**src/rtl/core/acc_pkg.sv**
```systemverilog
`default_nettype none

package acc_pkg;

    // Fixed field widths
    localparam int VEL_W      = 16;
    localparam int QUO_W      = 15;
    localparam int CFG_IDX_W  = 1;
    localparam int CFG_DATA_W = 15;

    // Register indices on the configuration channel
    localparam logic [CFG_IDX_W-1:0] REG_OFFSET_THRESHOLD   = 1'b0;
    localparam logic [CFG_IDX_W-1:0] REG_MAX_VERTICAL_SPEED = 1'b1;

    // Register reset values
    localparam logic [CFG_DATA_W-1:0] THR_RESET  = 15'd3277;
    localparam logic [CFG_DATA_W-1:0] VMAX_RESET = 15'd256;

    // Ratio magnitude when one reading is zero: 32767 (clamped) if up is zero, 32768 if down is zero
    localparam logic [QUO_W:0] MAG_FULL_POS = 16'h7FFF;
    localparam logic [QUO_W:0] MAG_FULL_NEG = 16'h8000;

    // Q8.8 saturation limits on the widened sum
    localparam logic signed [VEL_W+1:0] VEL_SAT_HI = 18'sd32767;
    localparam logic signed [VEL_W+1:0] VEL_SAT_LO = -18'sd32768;
    localparam logic [VEL_W-1:0]        VEL_MAX    = 16'h7FFF;
    localparam logic [VEL_W-1:0]        VEL_MIN    = 16'h8000;

    // Side data travelling with the ratio divider
    typedef struct packed {
        logic signed [VEL_W-1:0] vel;
        logic                    neg;   // down < up
        logic                    zero;  // both readings zero
        logic                    full;  // exactly one reading zero
        logic [QUO_W-1:0]        quo;
    } ratio_side_t;

    // One stage of the proportional-term divider
    typedef struct packed {
        logic signed [VEL_W-1:0] vel;
        logic                    neg;
        logic                    outer; // beyond the outer threshold
        logic                    inner; // in the proportional band
        logic [QUO_W-1:0]        rem;
        logic [QUO_W-1:0]        low;   // dividend bits still to shift in
        logic [QUO_W-1:0]        quo;
    } prop_stage_t;

endpackage

`default_nettype wire

```
**src/rtl/core/altitude_centering_control.sv**
```systemverilog
`default_nettype none

// Altitude centering control. Each input transaction carries the upward and
// downward range readings and an upstream vertical velocity command; one result
// transaction returns the corrected Q8.8 command and a flag that is set when a
// saturated or proportional correction was applied. The block takes one
// transaction per clock unless stalled. An item passes through 33 registers: one
// input register, 15 stages of a radix-2 divider forming the Q1.15 offset ratio,
// one stage for the band tests and the speed-times-ratio product, 15 stages of a
// second radix-2 divider by the threshold, and the output register, which holds
// the sum and saturation. The two dividers, one quotient bit per stage, set the
// length of the pipeline. While the output waits, the pipeline keeps moving as
// long as its last divider stage is empty; once that stage holds an item, the
// whole pipeline and the input stall. The threshold and maximum speed registers
// are to be written over the cfg channel (index 0 and 1) by the user only while
// no transaction is in flight; the block itself does not enforce this.
module altitude_centering_control #(
    parameter int RANGE_BITS = 16
) (
    input  wire logic                              aclk,
    input  wire logic                              aresetn,
    // s_axis_tdata: range_up, range_down, vel_z_in (from bit 0), zero padded
    input  wire logic                              s_axis_tvalid,
    output logic                                   s_axis_tready,
    input  wire logic [((2*RANGE_BITS+acc_pkg::VEL_W+7)/8)*8-1:0] s_axis_tdata,
    // m_axis_tdata: vel_z_out
    output logic                                   m_axis_tvalid,
    input  wire logic                              m_axis_tready,
    output logic [acc_pkg::VEL_W-1:0]              m_axis_tdata,
    // m_axis_tuser: corrected
    output logic [0:0]                             m_axis_tuser,
    input  wire logic                              cfg_valid,
    output logic                                   cfg_ready,
    input  wire logic [acc_pkg::CFG_IDX_W-1:0]     cfg_index,
    input  wire logic [acc_pkg::CFG_DATA_W-1:0]    cfg_data
);

    import acc_pkg::*;

    localparam int DEN_W = RANGE_BITS + 1;

    // Configuration registers
    logic [CFG_DATA_W-1:0] thr_reg;
    logic [CFG_DATA_W-1:0] vmax_reg;

    // Ratio divider stages: index 0 is the input register
    logic [DEN_W-1:0]  rem1_reg   [0:QUO_W];
    logic [DEN_W-1:0]  den1_reg   [0:QUO_W];
    ratio_side_t       side1_reg  [0:QUO_W];
    logic              v1_reg     [0:QUO_W];
    logic [DEN_W-1:0]  rem1_next  [1:QUO_W];
    ratio_side_t       side1_next [1:QUO_W];
    logic [DEN_W:0]    sh1        [1:QUO_W];
    logic [DEN_W:0]    sub1       [1:QUO_W];

    // Proportional divider stages: index 0 holds band tests and product
    prop_stage_t       prop_reg  [0:QUO_W];
    logic              v2_reg    [0:QUO_W];
    prop_stage_t       prop_next [1:QUO_W];
    logic [QUO_W:0]    sh2       [1:QUO_W];
    logic [QUO_W:0]    sub2      [1:QUO_W];

    // Output register
    logic              m_valid_reg;
    logic [VEL_W-1:0]  vel_out_reg;
    logic              corr_out_reg;

    // Pipeline flow control
    logic              out_load;
    logic              adv;

    assign out_load      = !m_valid_reg || m_axis_tready;
    assign adv           = out_load || !v2_reg[QUO_W];
    assign s_axis_tready = adv;
    assign m_axis_tvalid = m_valid_reg;
    assign m_axis_tdata  = vel_out_reg;
    assign m_axis_tuser  = corr_out_reg;
    assign cfg_ready     = 1'b1;

    // Configuration writes
    always_ff @(posedge aclk) begin
        if (!aresetn) begin
            thr_reg  <= THR_RESET;
            vmax_reg <= VMAX_RESET;
        end else if (cfg_valid) begin
            case (cfg_index)
                REG_OFFSET_THRESHOLD:   thr_reg  <= cfg_data;
                REG_MAX_VERTICAL_SPEED: vmax_reg <= cfg_data;
                default: ;
            endcase
        end
    end

    // Input unpacking and ratio numerator / denominator
    logic [RANGE_BITS-1:0] up_in;
    logic [RANGE_BITS-1:0] down_in;
    logic [RANGE_BITS-1:0] diff_in;
    logic [DEN_W-1:0]      den_in;
    ratio_side_t           side_in;

    always_comb begin
        up_in   = s_axis_tdata[RANGE_BITS-1:0];
        down_in = s_axis_tdata[2*RANGE_BITS-1:RANGE_BITS];
        den_in  = {1'b0, up_in} + {1'b0, down_in};
        diff_in = (down_in >= up_in) ? (down_in - up_in) : (up_in - down_in);
        side_in.vel  = s_axis_tdata[2*RANGE_BITS+VEL_W-1:2*RANGE_BITS];
        side_in.neg  = up_in > down_in;
        side_in.zero = (up_in == '0) && (down_in == '0);
        side_in.full = ((up_in == '0) || (down_in == '0)) && !side_in.zero;
        side_in.quo  = '0;
    end

    // Ratio divider: one restoring step per stage, |num| < den on entry unless a reading is zero
    always_comb begin
        for (int k = 1; k <= QUO_W; k++) begin
            sh1[k]        = {rem1_reg[k-1], 1'b0};
            sub1[k]       = sh1[k] - {1'b0, den1_reg[k-1]};
            side1_next[k] = side1_reg[k-1];
            if (sh1[k] >= {1'b0, den1_reg[k-1]}) begin
                rem1_next[k]      = sub1[k][DEN_W-1:0];
                side1_next[k].quo = {side1_reg[k-1].quo[QUO_W-2:0], 1'b1};
            end else begin
                rem1_next[k]      = sh1[k][DEN_W-1:0];
                side1_next[k].quo = {side1_reg[k-1].quo[QUO_W-2:0], 1'b0};
            end
        end
    end

    // Band tests and product on the finished ratio
    ratio_side_t      s1_last;
    logic [QUO_W:0]   mag_a;
    logic [QUO_W+4:0] mag10_a;
    logic [30:0]      prod_a;
    prop_stage_t      prop_in;

    always_comb begin
        s1_last = side1_reg[QUO_W];
        if (s1_last.zero) begin
            mag_a = '0;
        end else if (s1_last.full) begin
            mag_a = s1_last.neg ? MAG_FULL_NEG : MAG_FULL_POS;
        end else begin
            mag_a = {1'b0, s1_last.quo};
        end
        mag10_a = {1'b0, mag_a, 3'b000} + {3'b000, mag_a, 1'b0};
        prod_a  = 31'(vmax_reg) * 31'(mag_a);
        prop_in.vel   = s1_last.vel;
        prop_in.neg   = s1_last.neg;
        prop_in.outer = mag_a > {1'b0, thr_reg};
        prop_in.inner = !prop_in.outer && (mag10_a > {5'b00000, thr_reg});
        // In the proportional band the product is below thr * 2^15
        prop_in.rem   = prod_a[29:15];
        prop_in.low   = prod_a[14:0];
        prop_in.quo   = '0;
    end

    // Proportional divider by the threshold, one quotient bit per stage
    always_comb begin
        for (int k = 1; k <= QUO_W; k++) begin
            prop_next[k] = prop_reg[k-1];
            sh2[k]  = {prop_reg[k-1].rem, prop_reg[k-1].low[QUO_W-1]};
            sub2[k] = sh2[k] - {1'b0, thr_reg};
            prop_next[k].low = {prop_reg[k-1].low[QUO_W-2:0], 1'b0};
            if (sh2[k] >= {1'b0, thr_reg}) begin
                prop_next[k].rem = sub2[k][QUO_W-1:0];
                prop_next[k].quo = {prop_reg[k-1].quo[QUO_W-2:0], 1'b1};
            end else begin
                prop_next[k].rem = sh2[k][QUO_W-1:0];
                prop_next[k].quo = {prop_reg[k-1].quo[QUO_W-2:0], 1'b0};
            end
        end
    end

    // Correction, sum and saturation
    prop_stage_t             p_last;
    logic signed [VEL_W:0]   corr_f;
    logic signed [VEL_W+1:0] sum_f;
    logic [VEL_W-1:0]        vel_sat;

    always_comb begin
        p_last = prop_reg[QUO_W];
        if (p_last.outer) begin
            corr_f = p_last.neg ? $signed({2'b00, vmax_reg}) : -$signed({2'b00, vmax_reg});
        end else if (p_last.inner) begin
            corr_f = p_last.neg ? $signed({2'b00, p_last.quo})
                                : -$signed({2'b00, p_last.quo});
        end else begin
            corr_f = '0;
        end
        sum_f = {{2{p_last.vel[VEL_W-1]}}, p_last.vel} + {corr_f[VEL_W], corr_f};
        if (sum_f > VEL_SAT_HI) begin
            vel_sat = VEL_MAX;
        end else if (sum_f < VEL_SAT_LO) begin
            vel_sat = VEL_MIN;
        end else begin
            vel_sat = sum_f[VEL_W-1:0];
        end
    end

    // Valid bits
    always_ff @(posedge aclk) begin
        if (!aresetn) begin
            for (int k = 0; k <= QUO_W; k++) begin
                v1_reg[k] <= 1'b0;
                v2_reg[k] <= 1'b0;
            end
            m_valid_reg <= 1'b0;
        end else begin
            if (adv) begin
                v1_reg[0] <= s_axis_tvalid;
                v2_reg[0] <= v1_reg[QUO_W];
                for (int k = 1; k <= QUO_W; k++) begin
                    v1_reg[k] <= v1_reg[k-1];
                    v2_reg[k] <= v2_reg[k-1];
                end
            end
            if (out_load) begin
                m_valid_reg <= v2_reg[QUO_W];
            end
        end
    end

    // Payload stages
    always_ff @(posedge aclk) begin
        if (adv) begin
            rem1_reg[0]  <= {1'b0, diff_in};
            den1_reg[0]  <= den_in;
            side1_reg[0] <= side_in;
            for (int k = 1; k <= QUO_W; k++) begin
                rem1_reg[k]  <= rem1_next[k];
                den1_reg[k]  <= den1_reg[k-1];
                side1_reg[k] <= side1_next[k];
                prop_reg[k]  <= prop_next[k];
            end
            prop_reg[0] <= prop_in;
        end
        if (out_load && v2_reg[QUO_W]) begin
            vel_out_reg  <= vel_sat;
            corr_out_reg <= p_last.outer || p_last.inner;
        end
    end

`ifndef ASSERT_OFF
    // A finished item waiting behind a stalled output blocks the input
    a_stall_blocks_input: assert property (@(posedge aclk) disable iff (!aresetn)
        (m_valid_reg && !m_axis_tready && v2_reg[QUO_W]) |-> !s_axis_tready)
        else $error("input accepted while the last stage could not drain");

    // Without a correction the command passes through untouched
    a_dead_band_pass: assert property (@(posedge aclk) disable iff (!aresetn)
        (out_load && v2_reg[QUO_W] && !p_last.outer && !p_last.inner)
        |=> (vel_out_reg == $past(p_last.vel)) && !corr_out_reg)
        else $error("dead band altered the velocity command");

    // Ratio divider keeps its remainder below the denominator
    a_ratio_rem: assert property (@(posedge aclk) disable iff (!aresetn)
        (v1_reg[QUO_W] && !side1_reg[QUO_W].zero && !side1_reg[QUO_W].full)
        |-> (rem1_reg[QUO_W] < den1_reg[QUO_W]))
        else $error("ratio divider remainder out of range");
`endif

endmodule

`default_nettype wire
```
**config.mk**
```make
export PLATFORM = sky130hd
export DESIGN_NAME = altitude_centering_control
export DESIGN_NICKNAME = d
export VERILOG_FILES = /design/src/rtl/core/acc_pkg.sv /design/src/rtl/core/altitude_centering_control.sv
export SDC_FILE = /design/constraint.sdc
export NUM_CORES = 2
export LEC_CHECK = 0
export ABC_AREA = 1
export BUFFER_PORTS_ARGS = -buffer_cell sky130_fd_sc_hd__buf_2
export CAP_MARGIN = 20
export CORE_UTILIZATION = 55
export CTS_CLUSTER_DIAMETER = 40
export DETAILED_ROUTE_END_ITERATION = 8
export PLACE_DENSITY = 0.71
export SLEW_MARGIN = 15
export SYNTH_ARGS = -nofsm -noshare
export SYNTH_HDL_FRONTEND = slang
export SYNTH_SLANG_ARGS = --single-unit
```
**constraint.sdc**
```tcl
create_clock -name aclk -period 68.1 [get_ports aclk]
set_input_delay 10.215 -clock aclk [delete_from_list [all_inputs] [get_ports aclk]]
set_output_delay 10.215 -clock aclk [all_outputs]
set_load 0.05 [all_outputs]
```
==> metrics.txt <==
status=completed; clock latency on the worst-skew pair=870 ps; final setup fails=0; Worst Hold Class=reg2reg; routed len/inst=18.4 µm; CP required=57890 ps; Setup crit end kind=output port; crit path max fanout=10; # hold bufs at CTS=0; gpl congestion=0.927; Post-synth EDFFs=roughly 1700; initial core utilization=55.4%; antenna violations before repair=1; CTS tree=yes; Ys Warns=0; startpoint types=primary input; Max Cap Viol=0; sum of negative setup slack=0 ps; Unique masters post-synth=67; die area=177000 µm²; largest net degree at the start of global routing=193; relative slew slack=between 20% and 30%; async set-reset flop share out of synthesis=0%; WL final=214 mm; Fin. Hold Viols=0; Main synth FF type=edfxtp_1; Area after DPL=~99000 µm²; Largest register FFs=769; I/O pins=89; commonest non-fill, non-tap cell in the layout=edfxtp_1; Achievable Freq=~0.047 GHz; most frequent cells in the layout=edfxtp_1, nand2_1, inv_1; # H-tree levels=4; CP max stage cell=buf_2; Nets=10100; Detail Placement HPWL=156 mm; DRC viols=0; Power Dens Cells=55.7 nW/µm²; Via density=5.44; area grow syn2layout=11.7%; crit path DAT=11270 ps; CP max stage delay=between 300 and 400 ps; DRT Pass-1 Iters=9; ratio of cells with drive above 1 in the final layout=8.47%; Final period util=31.5%; Core Area=between 150000 and 200000 µm²; Post-Syn Area per Cell=10.9 µm²; Slew Viols, Final=0; First DRT Iteration DRCs=4720; postcts setup bufs=0; Yosys reg bits=1781; Fin Hold WS=362 ps; CTS resizes=0; Slew @ Worst Pin=approximately 1100 ps; WS Path Type=in2out; chip height=421 µm; Die Width=roughly 420 µm; CP Cell Sequence=buf_2, inv_1, nand2_1, inv_1, nand2_4, buf_2; Total Routing Usage GR=24.3%; # port buffers=87; Synth Net Count=9818; clock tree buffer depth=3; global route overflow=0; routed via count=about 63000; count of antenna-violating nets left after detailed routing=0; Seq/Total Area, Yosys=55.1%; gate count of the mapped netlist=8856; number of global-route vias before repair=62100; RSZ-0062 raised after global routing=false; Sinks on Clock Net=1781; clk_skew=67.8 ps; Clk pin slew, worst setup/hold paths=about 60 ps; global-route wire length before repair=about 330 mm; min Tclk post-route=21480 ps; post-route cell area=108000 µm²; clock root buffer=clkbuf_16; Peak VDD IR=approximately 66 µV; Leakage Power=0.0473 µW; clock buffer count from CTS=237; FP Rows=153; Mapped Area=96400 µm²
==> metrics by stage <==
stage	worst slack [ps]	util [%]	instances	power, µW
2_1_floorplan	10910	-	8856	4010
3_3_place_gp	46570	57.1	11200	4700
3_5_place_dp	46590	57.1	11200	4740
4_1_cts	46580	61.9	11600	6020
5_1_grt	46550	61.9	11600	6480
6_report	46620	61.9	11600	5990
==> cells by family (layout without fill, tap and decap cells) <==
group	count (synthesis)	after routing	share of synthesized area, %
simple gates	2789	2789	12.4
flops	1781	1781	55.1
mux	1	1	0.0104
fa+ha+maj	893	893	13.2
xor+xnor	425	425	3.88
compound gates	1610	1610	9.63
buf+inv	1356	1815	5.67
other cells	1	2	0.00389
==> final timing paths <==
kind                                        start                to  slack [ps]  cells after the start
worst min-delay path             prop_reg[0][211]  prop_reg[0][276]         360                      0
worst max-delay path                m_axis_tready     s_axis_tready       46620                      6
worst max register to register  side1_reg[1][253]   prop_reg[0][41]       60760                     25
worst min register to register   prop_reg[0][211]  prop_reg[0][276]         360                      0
==> metal layers <==
| metal | global-route usage [%] | share of wire (%) |
|---|---|---|
| met5 | 0 | 0 |
| met4 | 8.81 | 3.4 |
| met3 | 3.92 | 5.2 |
| met2 | 40.8 | 48 |
| met1 | 31.9 | 43 |
==> cells in the mapped netlist (121+ instances only) <==
library cell	number	area, µm²
xor2_1	264	2310
nand3_1	265	1330
inv_1	1190	4470
a21oi_1	691	3460
o21ai_0	358	1790
edfxtp_1	1749	52500
o21ai_1	121	606
nor2_1	699	2620
nand2_1	1457	5470
ha_1	682	8530
fa_1	211	4220
xnor2_1	159	1390
==> critical path: cells and delay by family <==
kind	cells	cell delay, ps
buf+inv	4	600
simple gates	2	420
==> area by class of cell <==
type / count / area (µm²)
Antenna cell: 1 / 2.50
Clock buffer: 248 / 5970
Clock inverter: 201 / 2290
Fill cell: 13900 / 66400
Inverter: 1213 / 4550
Multi-Input combinational cell: 5719 / 37800
Sequential cell: 1781 / 53200
Tap cell: 2325 / 2910
Timing Repair Buffer: 153 / 986
==> power by group <==
group	switching, µW	total [µW]	internal (µW)
combinational	1810	2860	1050
sequential	189	1890	1700
clock	523	1250	722
(Power assumes the default switching activity.)
